--- src/design/cdm_pkg.sv ---
// ----------------------------------------------------------------------------
// Curvature drive mixer package
// Shared types, constants and helper functions for the drive mixer.
// ----------------------------------------------------------------------------
package cdm_pkg;

  localparam int SINE_STEPS = 16;
  localparam int ATAN_N = 24;
  localparam int CORDIC_W = 34;
  localparam int CORDIC_IDX_W = 5;
  localparam int ANG_W = 18;
  localparam int MUL_A_W = 36;
  localparam int MUL_B_W = 17;
  localparam int MUL_P_W = 53;
  localparam int MUL_CNT_W = 5;

  localparam logic signed [ANG_W-1:0] Q_PI = 18'sd51472;
  localparam logic signed [ANG_W-1:0] Q_HALF_PI = 18'sd25736;
  localparam logic signed [CORDIC_W-1:0] CORDIC_GAIN = 34'sd652032874;
  localparam logic signed [17:0] ONE_Q14 = 18'sd16384;

  localparam int CFG_IDX_W = 3;
  localparam logic [CFG_IDX_W-1:0] CFG_DEADBAND = 3'd0;
  localparam logic [CFG_IDX_W-1:0] CFG_SLEW_STEP = 3'd1;
  localparam logic [CFG_IDX_W-1:0] CFG_INERTIA_GAIN = 3'd2;
  localparam logic [CFG_IDX_W-1:0] CFG_TURN_GAIN = 3'd3;
  localparam logic [CFG_IDX_W-1:0] CFG_REMAP_ANGLE = 3'd4;
  localparam logic [CFG_IDX_W-1:0] CFG_REMAP_NORM = 3'd5;

  typedef struct packed {
    logic signed [15:0] throttle;
    logic signed [15:0] turn;
  } in_word_t;

  typedef struct packed {
    logic signed [15:0] left_power;
    logic signed [15:0] right_power;
    logic in_place;
  } out_word_t;

  function automatic logic signed [CORDIC_W-1:0] atan_q30(input logic [CORDIC_IDX_W-1:0] idx);
    logic signed [CORDIC_W-1:0] v;
    case (idx)
      5'd0: v = 34'sd843314857;
      5'd1: v = 34'sd497837829;
      5'd2: v = 34'sd263043837;
      5'd3: v = 34'sd133525159;
      5'd4: v = 34'sd67021687;
      5'd5: v = 34'sd33543516;
      5'd6: v = 34'sd16775851;
      5'd7: v = 34'sd8388437;
      5'd8: v = 34'sd4194283;
      5'd9: v = 34'sd2097149;
      5'd10: v = 34'sd1048576;
      5'd11: v = 34'sd524288;
      5'd12: v = 34'sd262144;
      5'd13: v = 34'sd131072;
      5'd14: v = 34'sd65536;
      5'd15: v = 34'sd32768;
      5'd16: v = 34'sd16384;
      5'd17: v = 34'sd8192;
      5'd18: v = 34'sd4096;
      5'd19: v = 34'sd2048;
      5'd20: v = 34'sd1024;
      5'd21: v = 34'sd512;
      5'd22: v = 34'sd256;
      5'd23: v = 34'sd128;
      default: v = '0;
    endcase
    return v;
  endfunction

  function automatic logic signed [MUL_P_W-1:0] round_shift(input logic signed [MUL_P_W-1:0] v,
                                                           input int s);
    logic signed [MUL_P_W-1:0] half;
    half = MUL_P_W'(1) <<< (s - 1);
    return (v + half) >>> s;
  endfunction

  function automatic logic signed [15:0] sat16(input logic signed [MUL_P_W-1:0] v);
    logic signed [15:0] r;
    if (v > MUL_P_W'(32767)) begin
      r = 16'sh7fff;
    end else if (v < -MUL_P_W'(32768)) begin
      r = 16'sh8000;
    end else begin
      r = v[15:0];
    end
    return r;
  endfunction

  function automatic logic signed [17:0] sat18(input logic signed [MUL_P_W-1:0] v);
    logic signed [17:0] r;
    if (v > MUL_P_W'(131071)) begin
      r = 18'sh1ffff;
    end else if (v < -MUL_P_W'(131072)) begin
      r = 18'sh20000;
    end else begin
      r = v[17:0];
    end
    return r;
  endfunction

endpackage

--- src/design/cdm_mul.sv ---
// ----------------------------------------------------------------------------
// Bit-serial multiplier
// Signed by unsigned shift-and-add multiplier, one multiplier bit per cycle.
// ----------------------------------------------------------------------------
module cdm_mul (
  input  logic clk,
  input  logic rst,
  input  logic start,
  input  logic signed [cdm_pkg::MUL_A_W-1:0] a,
  input  logic [cdm_pkg::MUL_B_W-1:0] b,
  output logic done,
  output logic signed [cdm_pkg::MUL_P_W-1:0] p
);
  import cdm_pkg::*;

  logic signed [MUL_P_W-1:0] a_sh;
  logic [MUL_B_W-1:0] b_sh;
  logic [MUL_CNT_W-1:0] cnt;
  logic busy;

  always_ff @(posedge clk) begin
    if (rst) begin
      busy <= 1'b0;
      done <= 1'b0;
    end else begin
      done <= 1'b0;
      if (start) begin
        a_sh <= MUL_P_W'(a);
        b_sh <= b;
        p <= '0;
        cnt <= '0;
        busy <= 1'b1;
      end else if (busy) begin
        if (b_sh[0]) begin
          p <= p + a_sh;
        end
        a_sh <= a_sh <<< 1;
        b_sh <= b_sh >> 1;
        cnt <= cnt + 1'b1;
        if (cnt == MUL_CNT_W'(MUL_B_W - 1)) begin
          busy <= 1'b0;
          done <= 1'b1;
        end
      end
    end
  end

endmodule

--- src/design/cdm_cordic.sv ---
// ----------------------------------------------------------------------------
// Iterative sine unit
// Rotation-mode CORDIC, one micro-rotation per cycle, Q4.14 in and out.
// ----------------------------------------------------------------------------
module cdm_cordic (
  input  logic clk,
  input  logic rst,
  input  logic start,
  input  logic signed [cdm_pkg::ANG_W-1:0] angle,
  output logic done,
  output logic signed [cdm_pkg::ANG_W-1:0] sine
);
  import cdm_pkg::*;

  logic signed [CORDIC_W-1:0] x;
  logic signed [CORDIC_W-1:0] y;
  logic signed [CORDIC_W-1:0] z;
  logic [CORDIC_IDX_W-1:0] idx;
  logic busy;
  logic signed [ANG_W-1:0] folded;
  logic signed [CORDIC_W-1:0] x_sh;
  logic signed [CORDIC_W-1:0] y_sh;
  logic signed [CORDIC_W-1:0] y_rnd;

  always_comb begin
    if (angle > Q_HALF_PI) begin
      folded = Q_PI - angle;
    end else if (angle < -Q_HALF_PI) begin
      folded = -Q_PI - angle;
    end else begin
      folded = angle;
    end
    x_sh = x >>> idx;
    y_sh = y >>> idx;
    y_rnd = (y + CORDIC_W'(32768)) >>> 16;
  end

  assign sine = y_rnd[ANG_W-1:0];

  always_ff @(posedge clk) begin
    if (rst) begin
      busy <= 1'b0;
      done <= 1'b0;
    end else begin
      done <= 1'b0;
      if (start) begin
        x <= CORDIC_GAIN;
        y <= '0;
        z <= {folded, 16'b0};
        idx <= '0;
        busy <= 1'b1;
      end else if (busy) begin
        if (!z[CORDIC_W-1]) begin
          x <= x - y_sh;
          y <= y + x_sh;
          z <= z - atan_q30(idx);
        end else begin
          x <= x + y_sh;
          y <= y - x_sh;
          z <= z + atan_q30(idx);
        end
        idx <= idx + 1'b1;
        if (idx == CORDIC_IDX_W'(SINE_STEPS - 1)) begin
          busy <= 1'b0;
          done <= 1'b1;
        end
      end
    end
  end

endmodule

--- src/design/curvature_drive_mixer_top.sv ---
// ----------------------------------------------------------------------------
// Curvature drive mixer
// Throttle and turn in, left and right wheel power out, all in Q2.14.
// ----------------------------------------------------------------------------
//  Channel  Handshake            Word
//  in       in_valid / in_stall  in_data  (throttle, turn)
//  out      out_valid / out_stall out_data (left_power, right_power, in_place)
//  cfg      cfg_valid / cfg_ready cfg_index, cfg_data
//
// A word runs two remap passes, each an angle multiply, a CORDIC pass and a norm
// multiply; then come one further multiply for a turn in place or three while
// driving, the load of the output register and the return to idle. A new word
// is taken only in idle, so the block does not accept the next word until the
// last has been loaded. All multiplies share the one serial multiplier.
// Reset is synchronous and restores the register defaults and clears state.
// A result waits in the output register while the next word is computed, and
// a stalled output holds the block in its last state until the word is taken.
module curvature_drive_mixer_top (
  input  logic clk,
  input  logic rst,
  input  logic in_valid,
  output logic in_stall,
  input  cdm_pkg::in_word_t in_data,
  output logic out_valid,
  input  logic out_stall,
  output cdm_pkg::out_word_t out_data,
  input  logic cfg_valid,
  output logic cfg_ready,
  input  logic [cdm_pkg::CFG_IDX_W-1:0] cfg_index,
  input  logic [15:0] cfg_data
);
  import cdm_pkg::*;

  typedef enum logic [11:0] {
    S_IDLE = 12'b000000000001,
    S_ANG1 = 12'b000000000010,
    S_SIN1 = 12'b000000000100,
    S_NRM1 = 12'b000000001000,
    S_ANG2 = 12'b000000010000,
    S_SIN2 = 12'b000000100000,
    S_NRM2 = 12'b000001000000,
    S_SQR  = 12'b000010000000,
    S_DIF  = 12'b000100000000,
    S_PRD1 = 12'b001000000000,
    S_PRD2 = 12'b010000000000,
    S_OUT  = 12'b100000000000
  } state_t;

  state_t state;
  state_t state_prev;
  logic kick;

  logic [14:0] deadband;
  logic [14:0] slew_step;
  logic [14:0] inertia_gain;
  logic [14:0] turn_gain;
  logic [14:0] remap_angle;
  logic [15:0] remap_norm;

  logic signed [15:0] last_turn;
  logic signed [15:0] last_throttle;
  logic signed [17:0] acc;
  logic signed [15:0] thr;
  logic signed [15:0] trn;
  logic signed [15:0] lin;
  logic in_place;
  logic signed [ANG_W-1:0] ang;
  logic signed [ANG_W-1:0] sine_r;
  logic signed [15:0] v;
  logic signed [MUL_A_W-1:0] q;
  logic signed [15:0] left_r;
  logic signed [15:0] right_r;

  logic mul_start;
  logic signed [MUL_A_W-1:0] mul_a;
  logic [MUL_B_W-1:0] mul_b;
  logic mul_done;
  logic signed [MUL_P_W-1:0] mul_p;
  logic cor_start;
  logic cor_done;
  logic signed [ANG_W-1:0] cor_sine;

  logic accept;
  logic out_free;
  logic signed [16:0] thr_mag;
  logic signed [16:0] trn_mag;
  logic signed [17:0] thr_diff;
  logic signed [17:0] slew1;
  logic signed [17:0] slew2;
  logic in_place_next;
  logic signed [17:0] lin_next;
  logic [MUL_B_W-1:0] v_mag;
  logic [MUL_B_W-1:0] lin_mag;
  logic signed [MUL_P_W-1:0] rnd12;
  logic signed [MUL_P_W-1:0] rnd14;
  logic signed [MUL_P_W-1:0] rnd26;
  logic signed [MUL_P_W-1:0] lin_ext;

  cdm_mul u_mul (
    .clk(clk),
    .rst(rst),
    .start(mul_start),
    .a(mul_a),
    .b(mul_b),
    .done(mul_done),
    .p(mul_p)
  );

  cdm_cordic u_cordic (
    .clk(clk),
    .rst(rst),
    .start(cor_start),
    .angle(ang),
    .done(cor_done),
    .sine(cor_sine)
  );

  assign cfg_ready = 1'b1;
  assign in_stall = (state != S_IDLE);
  assign accept = in_valid && !in_stall;
  assign out_free = !out_valid || !out_stall;
  assign kick = (state != state_prev);

  always_comb begin
    thr_mag = in_data.throttle[15] ? -17'(in_data.throttle) : 17'(in_data.throttle);
    trn_mag = in_data.turn[15] ? -17'(in_data.turn) : 17'(in_data.turn);
    thr_diff = 18'(in_data.throttle) - 18'(last_throttle);
    slew1 = $signed({3'b0, slew_step});
    slew2 = $signed({2'b0, slew_step, 1'b0});
    in_place_next = (thr_mag < $signed({2'b0, deadband}))
                    && (trn_mag > $signed({2'b0, deadband}));
    if (in_place_next) begin
      lin_next = '0;
    end else if (thr_diff > slew1) begin
      lin_next = 18'(last_throttle) + slew1;
    end else if (thr_diff < -slew2) begin
      lin_next = 18'(last_throttle) - slew2;
    end else begin
      lin_next = 18'(in_data.throttle);
    end
    v_mag = v[15] ? MUL_B_W'(-17'(v)) : MUL_B_W'(v);
    lin_mag = lin[15] ? MUL_B_W'(-17'(lin)) : MUL_B_W'(lin);
    rnd12 = round_shift(mul_p, 12);
    rnd14 = round_shift(mul_p, 14);
    rnd26 = round_shift(mul_p, 26);
    lin_ext = MUL_P_W'(lin);
  end

  always_comb begin
    mul_a = '0;
    mul_b = '0;
    unique case (state)
      S_ANG1: begin
        mul_a = MUL_A_W'(trn);
        mul_b = MUL_B_W'(remap_angle);
      end
      S_ANG2: begin
        mul_a = MUL_A_W'(v);
        mul_b = MUL_B_W'(remap_angle);
      end
      S_NRM1, S_NRM2: begin
        mul_a = MUL_A_W'(sine_r);
        mul_b = MUL_B_W'(remap_norm);
      end
      S_SQR: begin
        mul_a = MUL_A_W'(v);
        mul_b = v_mag;
      end
      S_DIF: begin
        mul_a = MUL_A_W'(17'(trn) - 17'(last_turn));
        mul_b = MUL_B_W'(inertia_gain);
      end
      S_PRD1: begin
        mul_a = MUL_A_W'(19'(v) + 19'(acc));
        mul_b = lin_mag;
      end
      S_PRD2: begin
        mul_a = q;
        mul_b = MUL_B_W'(turn_gain);
      end
      default: begin
        mul_a = '0;
        mul_b = '0;
      end
    endcase
    mul_start = kick && (state == S_ANG1 || state == S_ANG2 || state == S_NRM1
                         || state == S_NRM2 || state == S_SQR || state == S_DIF
                         || state == S_PRD1 || state == S_PRD2);
    cor_start = kick && (state == S_SIN1 || state == S_SIN2);
  end

  always_ff @(posedge clk) begin
    if (rst) begin
      deadband <= 15'd328;
      slew_step <= 15'd328;
      inertia_gain <= 15'd12288;
      turn_gain <= 15'd4096;
      remap_angle <= 15'd12868;
      remap_norm <= 16'd23170;
    end else if (cfg_valid && cfg_ready) begin
      unique case (cfg_index)
        CFG_DEADBAND: deadband <= cfg_data[14:0];
        CFG_SLEW_STEP: slew_step <= cfg_data[14:0];
        CFG_INERTIA_GAIN: inertia_gain <= cfg_data[14:0];
        CFG_TURN_GAIN: turn_gain <= cfg_data[14:0];
        CFG_REMAP_ANGLE: remap_angle <= cfg_data[14:0];
        CFG_REMAP_NORM: remap_norm <= cfg_data;
        default: ;
      endcase
    end
  end

  always_ff @(posedge clk) begin
    if (rst) begin
      state <= S_IDLE;
      state_prev <= S_IDLE;
      out_valid <= 1'b0;
      last_turn <= '0;
      last_throttle <= '0;
      acc <= '0;
    end else begin
      state_prev <= state;
      if (out_valid && !out_stall && state != S_OUT) begin
        out_valid <= 1'b0;
      end
      unique case (state)
        S_IDLE: begin
          if (accept) begin
            thr <= in_data.throttle;
            trn <= in_data.turn;
            lin <= lin_next[15:0];
            in_place <= in_place_next;
            state <= S_ANG1;
          end
        end
        S_ANG1, S_ANG2: begin
          if (mul_done) begin
            ang <= rnd14[ANG_W-1:0];
            state <= (state == S_ANG1) ? S_SIN1 : S_SIN2;
          end
        end
        S_SIN1, S_SIN2: begin
          if (cor_done) begin
            sine_r <= cor_sine;
            state <= (state == S_SIN1) ? S_NRM1 : S_NRM2;
          end
        end
        S_NRM1: begin
          if (mul_done) begin
            v <= sat16(rnd14);
            state <= S_ANG2;
          end
        end
        S_NRM2: begin
          if (mul_done) begin
            v <= sat16(rnd14);
            state <= in_place ? S_SQR : S_DIF;
          end
        end
        S_SQR: begin
          if (mul_done) begin
            left_r <= sat16(rnd14);
            right_r <= sat16(-rnd14);
            state <= S_OUT;
          end
        end
        S_DIF: begin
          if (mul_done) begin
            acc <= sat18(MUL_P_W'(acc) + rnd12);
            state <= S_PRD1;
          end
        end
        S_PRD1: begin
          if (mul_done) begin
            q <= mul_p[MUL_A_W-1:0];
            state <= S_PRD2;
          end
        end
        S_PRD2: begin
          if (mul_done) begin
            left_r <= sat16(lin_ext + rnd26);
            right_r <= sat16(lin_ext - rnd26);
            if (acc > ONE_Q14) begin
              acc <= acc - ONE_Q14;
            end else if (acc < -ONE_Q14) begin
              acc <= acc + ONE_Q14;
            end else begin
              acc <= '0;
            end
            state <= S_OUT;
          end
        end
        S_OUT: begin
          if (out_free) begin
            out_data.left_power <= left_r;
            out_data.right_power <= right_r;
            out_data.in_place <= in_place;
            out_valid <= 1'b1;
            last_turn <= trn;
            last_throttle <= thr;
            state <= S_IDLE;
          end
        end
        default: state <= S_IDLE;
      endcase
    end
  end

endmodule

--- config.mk ---
export PLATFORM = sky130hd
export DESIGN_NAME = curvature_drive_mixer_top
export DESIGN_NICKNAME = d
export VERILOG_FILES = /design/src/design/cdm_pkg.sv /design/src/design/cdm_mul.sv /design/src/design/cdm_cordic.sv /design/src/design/curvature_drive_mixer_top.sv
export SDC_FILE = /design/constraint.sdc
export NUM_CORES = 2
export LEC_CHECK = 0
export BUFFER_PORTS_ARGS = -buffer_cell sky130_fd_sc_hd__buf_2
export CAP_MARGIN = 20
export CORE_ASPECT_RATIO = 0.9
export CORE_MARGIN = 2
export CORE_UTILIZATION = 60
export CTS_CLUSTER_SIZE = 30
export DETAILED_ROUTE_END_ITERATION = 7
export PLACE_DENSITY = 0.77
export SLEW_MARGIN = 40
export SYNTH_ARGS = -nofsm -noshare
export SYNTH_HDL_FRONTEND = slang
export SYNTH_HIERARCHICAL = 1
export SYNTH_SLANG_ARGS = --single-unit
--- constraint.sdc ---
create_clock -name clk -period 7.3 [get_ports clk]
set_input_delay 0.365 -clock clk [delete_from_list [all_inputs] [get_ports clk]]
set_output_delay 0.365 -clock clk [all_outputs]
set_load 0.1 [all_outputs]
# Word level (Yosys, flattened, before mapping)
# Memories as Yosys holds them, arrays and structs flattened. A register that Yosys moved wholly into a read port is not among the register bits.
# Index checks and enable logic that the tools add are counted.
# W data, S select, Z words.
classes:
  mux: 82
  eq_ne: 33
  n_reduce_logical: 50
  shift: 2
  order_cmp: 18
  addsub: 31
  bitwise_logic: 3
ops:
  columns: ["cell", "count"]
  rows:
  - ["$mux W34", 15]
  - ["$mux W16", 14]
  - ["$pmux W36 S6", 1]
  - ["$mux W53", 4]
  - ["$mux W18", 8]
  - ["$mux W12", 9]
  - ["$pmux W12 S9", 1]
  - ["$add A34 B34 Y34", 3]
  - ["$mux W17", 6]
  - ["$pmux W17 S6", 1]
  - ["$sub A34 B34 Y34", 3]
  - ["$neg A16 Y17", 4]
  - ["$sshr A34 B5 Y34", 2]
  - ["$pmux W16 S2", 2]
  - ["$gt A28 B16 Y1 const B", 2]
  - ["$lt A28 B16 Y1 const B", 2]
  - ["$add A53 B13 Y53 const B", 1]
  - ["$add A53 B15 Y53 const B", 1]
  - ["$add A53 B27 Y53 const B", 1]
  - ["$add A53 B53 Y53", 1]
  - ["$gt A53 B16 Y1 const B", 1]
  - ["$lt A53 B16 Y1 const B", 1]
  - ["$neg A39 Y53", 1]
  - ["$add A18 B41 Y42", 1]
  - ["62 further kinds", 134]
word_totals:
  word_cells: 259
  mem_count: 2
  in_bits: 56
  romBits: 1920
  regBits: 607
memory_table:
  columns: ["name", "words", "width", "rd", "rd_clocked_by_memory_dff", "write_ports", "line", "text"]
  rows:
  - ["(no name shown)", 32, 30, 1, 1, 0, "cdm_pkg.sv:43", "case (idx)"]
  - ["(no name shown)", 32, 30, 1, 1, 0, "cdm_pkg.sv:43", null]

# Depth between registers and ports, before layout
logic_depth:
  ltp_word: 11
  depth_mapped: 29
  ltp_nobuf: 25

# Hierarchy
# The synthesis kept the hierarchy.
modules_own_cells:
  columns: ["module", "cells_per_inst", "instances", "seq_area_each_um2", "area_each_um2"]
  rows:
  - ["curvature_drive_mixer_top", 3628, 1, 9389.0, 30216.5]
  - ["cdm_cordic", 2106, 1, 3853.7, 18043.6]
  - ["cdm_mul", 803, 1, 3883.7, 8306.7]

# Worst setup path before layout
# No wires, ideal clock.
synth_timing:
  kind: "flip-flop to flip-flop"
  startpoint: "register state[2]"
  endpoint: "register u_mul.a_sh[0], enable pin"
  path_slack_ps: 605
  stages_incl_launch_ff: 15
  required_time_ps: 6791
  arrival_time_ps: 6186
  path_cell_list: "dfxtp_1 -> clkbuf_1 -> nor4_1 -> and3_1 -> clkbuf_1 -> nor3b_1 -> nor3b_1 -> or2_2 -> clkbuf_1 -> nor4_1 -> nor2_1 -> buf_2 -> buf_2 -> nor2_1 -> nor2_1"
synth_via:
  elab_chain_len: 11
synth_lines:
  columns: ["element", "line", "text"]
  rows:
  - ["start, declared", "curvature_drive_mixer_top.sv:49", "state_t state;"]
  - ["start signal, assigned", "curvature_drive_mixer_top.sv:239", "state <= (state == S_ANG1) ? S_SIN1 : S_SIN2;"]
  - ["start signal, assigned", "curvature_drive_mixer_top.sv:245", "state <= (state == S_SIN1) ? S_NRM1 : S_NRM2;"]
  - ["start signal, assigned", "curvature_drive_mixer_top.sv:257", "state <= in_place ? S_SQR : S_DIF;"]
  - ["$eq A12 B2 Y1 or $eq A12 B5 Y1 (tied branches)", "curvature_drive_mixer_top.sv:186", "mul_start = kick && (state == S_ANG1 || state == S_ANG2 || state == S_NRM1"]
  - ["$logic_or A1 B1 Y1 (2 in series)", "curvature_drive_mixer_top.sv:186", null]
  - ["$logic_or A1 B1 Y1 (3 in series)", "curvature_drive_mixer_top.sv:187", "|| state == S_NRM2 || state == S_SQR || state == S_DIF"]
  - ["$logic_or A1 B1 Y1 (2 in series)", "curvature_drive_mixer_top.sv:188", "|| state == S_PRD1 || state == S_PRD2);"]
  - ["$logic_and A1 B1 Y1 *", "curvature_drive_mixer_top.sv:186", null]
  - ["net mul_start", "curvature_drive_mixer_top.sv:74", "logic mul_start;"]
  - ["$reduce_bool A2 Y1 (no line) *", null, null]
  - ["$reduce_and A2 Y1 (no line) *", null, null]
  - ["end signal, assigned", "cdm_mul.sv:28", "a_sh <= MUL_P_W'(a);"]
  - ["end signal, assigned", "cdm_mul.sv:37", "a_sh <= a_sh <<< 1;"]
  - ["end, declared", "cdm_mul.sv:16", "logic signed [MUL_P_W-1:0] a_sh;"]
# Mark *: on every way through the listed nets, which the timed path passes. The rest lies on a longest branch.
# A chain may end at the register's enable or synchronous reset.

# Worst setup path after layout
layout_timing:
  startpoint: "register u_cordic.idx[1]"
  endpoint: "register u_cordic.y[29] (data pin)"
layout_via:
  elab_chain_len: 4
layout_lines:
  columns: ["element", "line", "text"]
  rows:
  - ["start, declared", "cdm_cordic.sv:18", "logic [CORDIC_IDX_W-1:0] idx;"]
  - ["start signal, assigned", "cdm_cordic.sv:62", "idx <= idx + 1'b1;"]
  - ["$sshr A34 B5 Y34 *", "cdm_cordic.sv:33", "x_sh = x >>> idx;"]
  - ["$add A34 B34 Y34 or $sub A34 B34 Y34 (tied branches)", "cdm_cordic.sv:55, cdm_cordic.sv:59", null]
  - ["$mux W34 *", "cdm_cordic.sv:53", "if (!z[CORDIC_W-1]) begin"]
  - ["$mux W34 *", "cdm_cordic.sv:52", "end else if (busy) begin"]
  - ["end signal, assigned", "cdm_cordic.sv:55", "y <= y + x_sh;"]
  - ["end signal, assigned", "cdm_cordic.sv:59", "y <= y - x_sh;"]
  - ["end, declared", "cdm_cordic.sv:16", "logic signed [CORDIC_W-1:0] y;"]
# Every way passes the cells marked *; elsewhere a longest branch is shown, timed or not. The select of a mux whose other input is x is not followed.

==> impl_metrics.xml <==
<?xml version="1.0" encoding="UTF-8"?>
<metrics>
  <group name="hold_path">
    <metric name="hold_path_depth" unit="">1</metric>
    <metric name="hold_class" unit="">primary input to flip-flop</metric>
    <metric name="hold_crit_endpoint" unit="">thr[13]$_DFFE_PP_</metric>
    <metric name="holdCritStartpoint" unit="">in_data[29]</metric>
  </group>
  <group name="global_routing">
    <metric name="grt_pass1_wl" unit="mm">288.2</metric>
    <metric name="grt_max_degree" unit="">137</metric>
    <metric name="grt_antenna_before_repair" unit="">3</metric>
    <metric name="groute.usage.overall" unit="%">38.22</metric>
    <metric name="grt_pass1_vias" unit="">48390</metric>
    <metric name="grt_ovf" unit="">0</metric>
  </group>
  <group name="setup_path">
    <metric name="worst_ep_required_time" unit="ps">7660</metric>
    <metric name="timing_worst_setup_path_type" unit="">flip-flop to flip-flop</metric>
    <metric name="rr_worst_depth" unit="">25</metric>
    <metric name="worstPathArrival" unit="ps">6970</metric>
    <metric name="cp-end-kind" unit="">flip-flop</metric>
    <metric name="timing.rr.end" unit="">u_cordic/y[29]$_SDFFCE_PP0P_</metric>
    <metric name="path_delay_family" unit="">compound AO/OA/AOI/OAI gates</metric>
    <metric name="worst_path_largest_cell_delay" unit="ps">540</metric>
    <metric name="timing.critical_path.slowest_stage_cell" unit="">sky130_fd_sc_hd__mux4_2</metric>
    <metric name="cp_max_fo" unit="">52</metric>
    <metric name="critical_path.n_buffers_inverters" unit="">3</metric>
    <metric name="regToRegSetupSlack" unit="ps">690</metric>
    <metric name="crit-reg2reg-launch" unit="">u_cordic/idx[1]$_SDFFCE_PP0P_</metric>
    <metric name="startpoint_type" unit="">flip-flop</metric>
  </group>
  <group name="sta">
    <metric name="fin_crit" unit="ps">6612</metric>
    <metric name="fin_skew" unit="ps">58.85</metric>
    <metric name="timing_worst_slew_pin_value" unit="ps">861.8</metric>
    <metric name="report.final.slew_viol_count" unit="">0</metric>
    <metric name="fmax" unit="MHz">151.2</metric>
    <metric name="relative_slew_margins" unit="%">42.13</metric>
    <metric name="fin_ws" unit="ps">687.6</metric>
    <metric name="final_count_of_negative_setup_slack_endpoints" unit="">0</metric>
    <metric name="rsz_0062_raised_after_global_routing" unit="">false</metric>
    <metric name="finalHoldViolCount" unit="">0</metric>
    <metric name="finalSetupTns" unit="ps">0</metric>
    <metric name="finalCritPeriodShare" unit="%">90.58</metric>
    <metric name="hold_slack" unit="ps">32.70</metric>
  </group>
  <group name="detailed_routing">
    <metric name="remaining_antenna_violation_count_after_routing" unit="">0</metric>
    <metric name="routed-wl-met2" unit="mm">82.89</metric>
    <metric name="drc" unit="">1</metric>
    <metric name="detail_route.wirelength.met1" unit="mm">79.95</metric>
    <metric name="total_number_of_vias" unit="">52200</metric>
    <metric name="met3_routed_wirelength" unit="mm">19.44</metric>
    <metric name="initialDrtViolationCount" unit="">6291</metric>
    <metric name="drt_pre_antenna_iters" unit="">8</metric>
    <metric name="post_drt_wl_per_cell" unit="um">24.34</metric>
    <metric name="highest_metal_used" unit="">met4</metric>
    <metric name="vias_per_cell" unit="">6.686</metric>
    <metric name="route.final.wire_length" unit="mm">190.0</metric>
  </group>
  <group name="floorplanning">
    <metric name="chipWidth" unit="um">327.7</metric>
    <metric name="core_ar" unit="um^2">93100</metric>
    <metric name="die-area" unit="um^2">96750</metric>
    <metric name="num_rows" unit="">106</metric>
    <metric name="start_util" unit="%">60.76</metric>
    <metric name="ioPinCount" unit="">92</metric>
    <metric name="height_of_the_die" unit="um">295.3</metric>
  </group>
  <group name="clocking">
    <metric name="cts_tree" unit="">done</metric>
    <metric name="clock_insertion_delay_worst_skew" unit="ps">680</metric>
    <metric name="ctsLongestPathBuffers" unit="">3</metric>
    <metric name="cts-buffers-inserted" unit="">72</metric>
    <metric name="htree_levels" unit="">3</metric>
    <metric name="clkSinkCount" unit="">637</metric>
    <metric name="worst_setup_hold_path_clk_slew" unit="ps">60</metric>
    <metric name="cts_resized" unit="">0</metric>
    <metric name="root_buf_cell" unit="">sky130_fd_sc_hd__clkbuf_16</metric>
    <metric name="postCtsSetupRepairBufs" unit="">0</metric>
  </group>
  <group name="placement">
    <metric name="detailed_place_hpwl" unit="mm">143.4</metric>
    <metric name="placement.setup.worst_slack" unit="ps">831.5</metric>
    <metric name="final_weighted_congestion_of_routability_driven_global_placement" unit="">1.024</metric>
    <metric name="number_of_buffers_inserted_by_port_buffering" unit="">90</metric>
  </group>
  <group name="finish">
    <metric name="synthToLayoutAreaGrowth" unit="%">7.930</metric>
    <metric name="fin_nets" unit="">6990</metric>
    <metric name="final_layout_size_suffix_gt1_share" unit="%">10.33</metric>
  </group>
  <group name="yosys">
    <metric name="post_synth_instance_area" unit="um^2">56570</metric>
    <metric name="synth-seq-cells" unit="">637</metric>
    <metric name="synth-edff-count" unit="">437</metric>
    <metric name="postSynthAreaPerCell" unit="um^2">8.653</metric>
    <metric name="synth_warnings" unit="">6</metric>
    <metric name="synth_cell_types" unit="">126</metric>
    <metric name="syn-num-nets" unit="">7022</metric>
    <metric name="synth.area.top_cells" unit="">sky130_fd_sc_hd__edfxtp_1 (23%), sky130_fd_sc_hd__ha_1 (9.2%), sky130_fd_sc_hd__dfxtp_1 (7.1%)</metric>
    <metric name="post_synth_top_flop" unit="">sky130_fd_sc_hd__edfxtp_1</metric>
    <metric name="portion_of_the_post_synthesis_area_used_by_sequential_elements" unit="%">30.28</metric>
    <metric name="yosys.area.top_type" unit="">sky130_fd_sc_hd__edfxtp_1</metric>
    <metric name="synthesis.instances" unit="">6537</metric>
    <metric name="top_cell_type_s_share_of_synthesized_area" unit="%">23.20</metric>
    <metric name="async_flop_share" unit="%">0</metric>
  </group>
  <group name="status">
    <metric name="violations" unit="">DRC</metric>
    <metric name="result_of_the_run" unit="">finished with violations</metric>
  </group>
  <group name="power">
    <metric name="power" unit="uW">12370</metric>
    <metric name="p_leak" unit="uW">0.02365</metric>
    <metric name="power_density" unit="nW/um^2">202.6</metric>
    <metric name="ir_worst_vdd" unit="mV">0.3696</metric>
  </group>
  <group name="flow_run">
    <metric name="cap_viol_max_count" unit="">0</metric>
  </group>
</metrics>
==> cells by family after synthesis <==
logic type	synth area share, %
DFF	30.28
other	0.01328
muxes	6.636
adders and majority gates	9.648
xor gates and xnor gates	8.759
and+or+nand+nor	19.17
AOI/OAI and AO/OA	20.80
buffers and inverters	4.703
==> Yosys cell counts, types with 20 or more instances <==
library cell	count
sky130_fd_sc_hd__a211o_1	21
sky130_fd_sc_hd__a211oi_1	72
sky130_fd_sc_hd__a21boi_0	34
sky130_fd_sc_hd__a21o_1	146
sky130_fd_sc_hd__a21oi_1	528
sky130_fd_sc_hd__a21oi_2	22
sky130_fd_sc_hd__a221oi_1	21
sky130_fd_sc_hd__a222oi_1	23
sky130_fd_sc_hd__a22oi_1	33
sky130_fd_sc_hd__a31oi_1	68
sky130_fd_sc_hd__and2_1	61
sky130_fd_sc_hd__and3_1	64
sky130_fd_sc_hd__buf_1	28
sky130_fd_sc_hd__buf_2	41
sky130_fd_sc_hd__buf_4	22
sky130_fd_sc_hd__clkbuf_1	244
sky130_fd_sc_hd__dfxtp_1	200
sky130_fd_sc_hd__edfxtp_1	437
sky130_fd_sc_hd__ha_1	417
sky130_fd_sc_hd__inv_1	296
sky130_fd_sc_hd__mux2_2	90
sky130_fd_sc_hd__mux2i_1	72
sky130_fd_sc_hd__mux4_2	86
sky130_fd_sc_hd__nand2_1	736
sky130_fd_sc_hd__nand2b_1	51
sky130_fd_sc_hd__nand3_1	146
sky130_fd_sc_hd__nand4_1	88
sky130_fd_sc_hd__nor2_1	537
sky130_fd_sc_hd__nor2b_1	89
sky130_fd_sc_hd__nor3_1	153
sky130_fd_sc_hd__nor3b_1	32
sky130_fd_sc_hd__nor4_1	65
sky130_fd_sc_hd__o2111ai_1	23
sky130_fd_sc_hd__o211ai_1	57
sky130_fd_sc_hd__o21a_1	43
sky130_fd_sc_hd__o21ai_0	281
sky130_fd_sc_hd__o21bai_1	65
sky130_fd_sc_hd__o22ai_1	39
sky130_fd_sc_hd__o31ai_1	50
sky130_fd_sc_hd__o41ai_1	20
sky130_fd_sc_hd__or2_2	30
sky130_fd_sc_hd__or3_1	35
sky130_fd_sc_hd__xnor2_1	345
sky130_fd_sc_hd__xor2_1	217
==> layout by cell type, fill, tap and decap left out, drive strengths merged, types with 155 or more instances in the layout <==
| cell | netlist | routed |
|---|---|---|
| nand2 | 738 | 738 |
| a21oi | 550 | 550 |
| nor2 | 537 | 537 |
| edfxtp | 437 | 437 |
| ha | 417 | 417 |
| xnor2 | 347 | 347 |
| inv | 298 | 303 |
| o21ai | 296 | 296 |
| buf | 102 | 222 |
| xor2 | 217 | 217 |
| dfxtp | 200 | 200 |
| nor3 | 155 | 155 |
==> registers in the layout, indices dropped and copies added, names as in the netlist, 16 cells and up, named ones only <==
signal and count:
q 36, u_mul/a_sh 53, right_r 16, v 16, sine_r 18, u_cordic/z 34
last_turn 16, acc 18, u_mul/b_sh 17, trn 16, remap_norm 16, out_data 33
lin 16, u_cordic/y 34, u_mul/p 53, ang 18, u_cordic/x 34, left_r 16
last_throttle 16, thr 16
==> cell type report <==
| type | instances | area (um^2) |
|---|---|---|
| multi-input cells | 5252 | 37000 |
| flip-flops and latches | 637 | 17130 |
| clock inverters | 34 | 432.9 |
| inverters | 300 | 1131 |
| diodes | 2 | 5.005 |
| repair buffers | 242 | 1739 |
| well taps | 1242 | 1554 |
| clock buffers | 99 | 2061 |
| fillers | 7749 | 32050 |
==> through the flow <==
stage / utilization, % / cell area (um^2) / cells
CTS: 65.55 / 61030 / 7804
finish: 65.57 / 61050 / 7808
global placement: 62.56 / 58250 / 7650
detailed placement: 62.68 / 58360 / 7653
global route: 65.57 / 61050 / 7807
floorplan: - / 56570 / 6537
==> repair_timing <==
item / in CTS / in global routing
hold buffers: 18 / 0
endpoints found under the hold margin: 18 / 0
setup endpoints to repair: 0 / 0
==> per-layer routing <==
| layer | vias up | GRT usage (%) |
|---|---|---|
| li1 | 24060 | - |
| met5 | - | 0 |
| met3 | 420 | 7.595 |
| met4 | 0 | 14.80 |
| met1 | 24960 | 53.13 |
| met2 | 2758 | 58.70 |
==> power breakdown <==
part / internal [uW] / total [uW] / switching [uW] / leakage (uW)
Sequential: 4230 / 4480 / 255 / 0.00557
Combinational: 1500 / 4080 / 2580 / 0.0169
Clock: 2160 / 3800 / 1640 / 0.00120
==> worst max-delay path by stage <==
stage / from / endpoint / cells after the start / slack [ps]
after floorplan: state[2]$_SDFFE_PP0P_ / u_mul/a_sh[0]$_SDFFCE_PN0P_ / 14 / 600
after global placement: u_cordic/idx[1]$_SDFFCE_PP0P_ / u_cordic/y[31]$_SDFFCE_PP0P_ / 24 / 900
after detailed placement: u_cordic/y[29]$_SDFFCE_PP0P_ / u_cordic/x[33]$_SDFFCE_PP0P_ / 22 / 830
after CTS: u_cordic/y[29]$_SDFFCE_PP0P_ / u_cordic/x[33]$_SDFFCE_PP0P_ / 22 / 820
after global routing: u_cordic/idx[1]$_SDFFCE_PP0P_ / u_cordic/y[29]$_SDFFCE_PP0P_ / 26 / 330
final: u_cordic/idx[1]$_SDFFCE_PP0P_ / u_cordic/y[29]$_SDFFCE_PP0P_ / 25 / 690
Power figures use the tool's default switching activity.
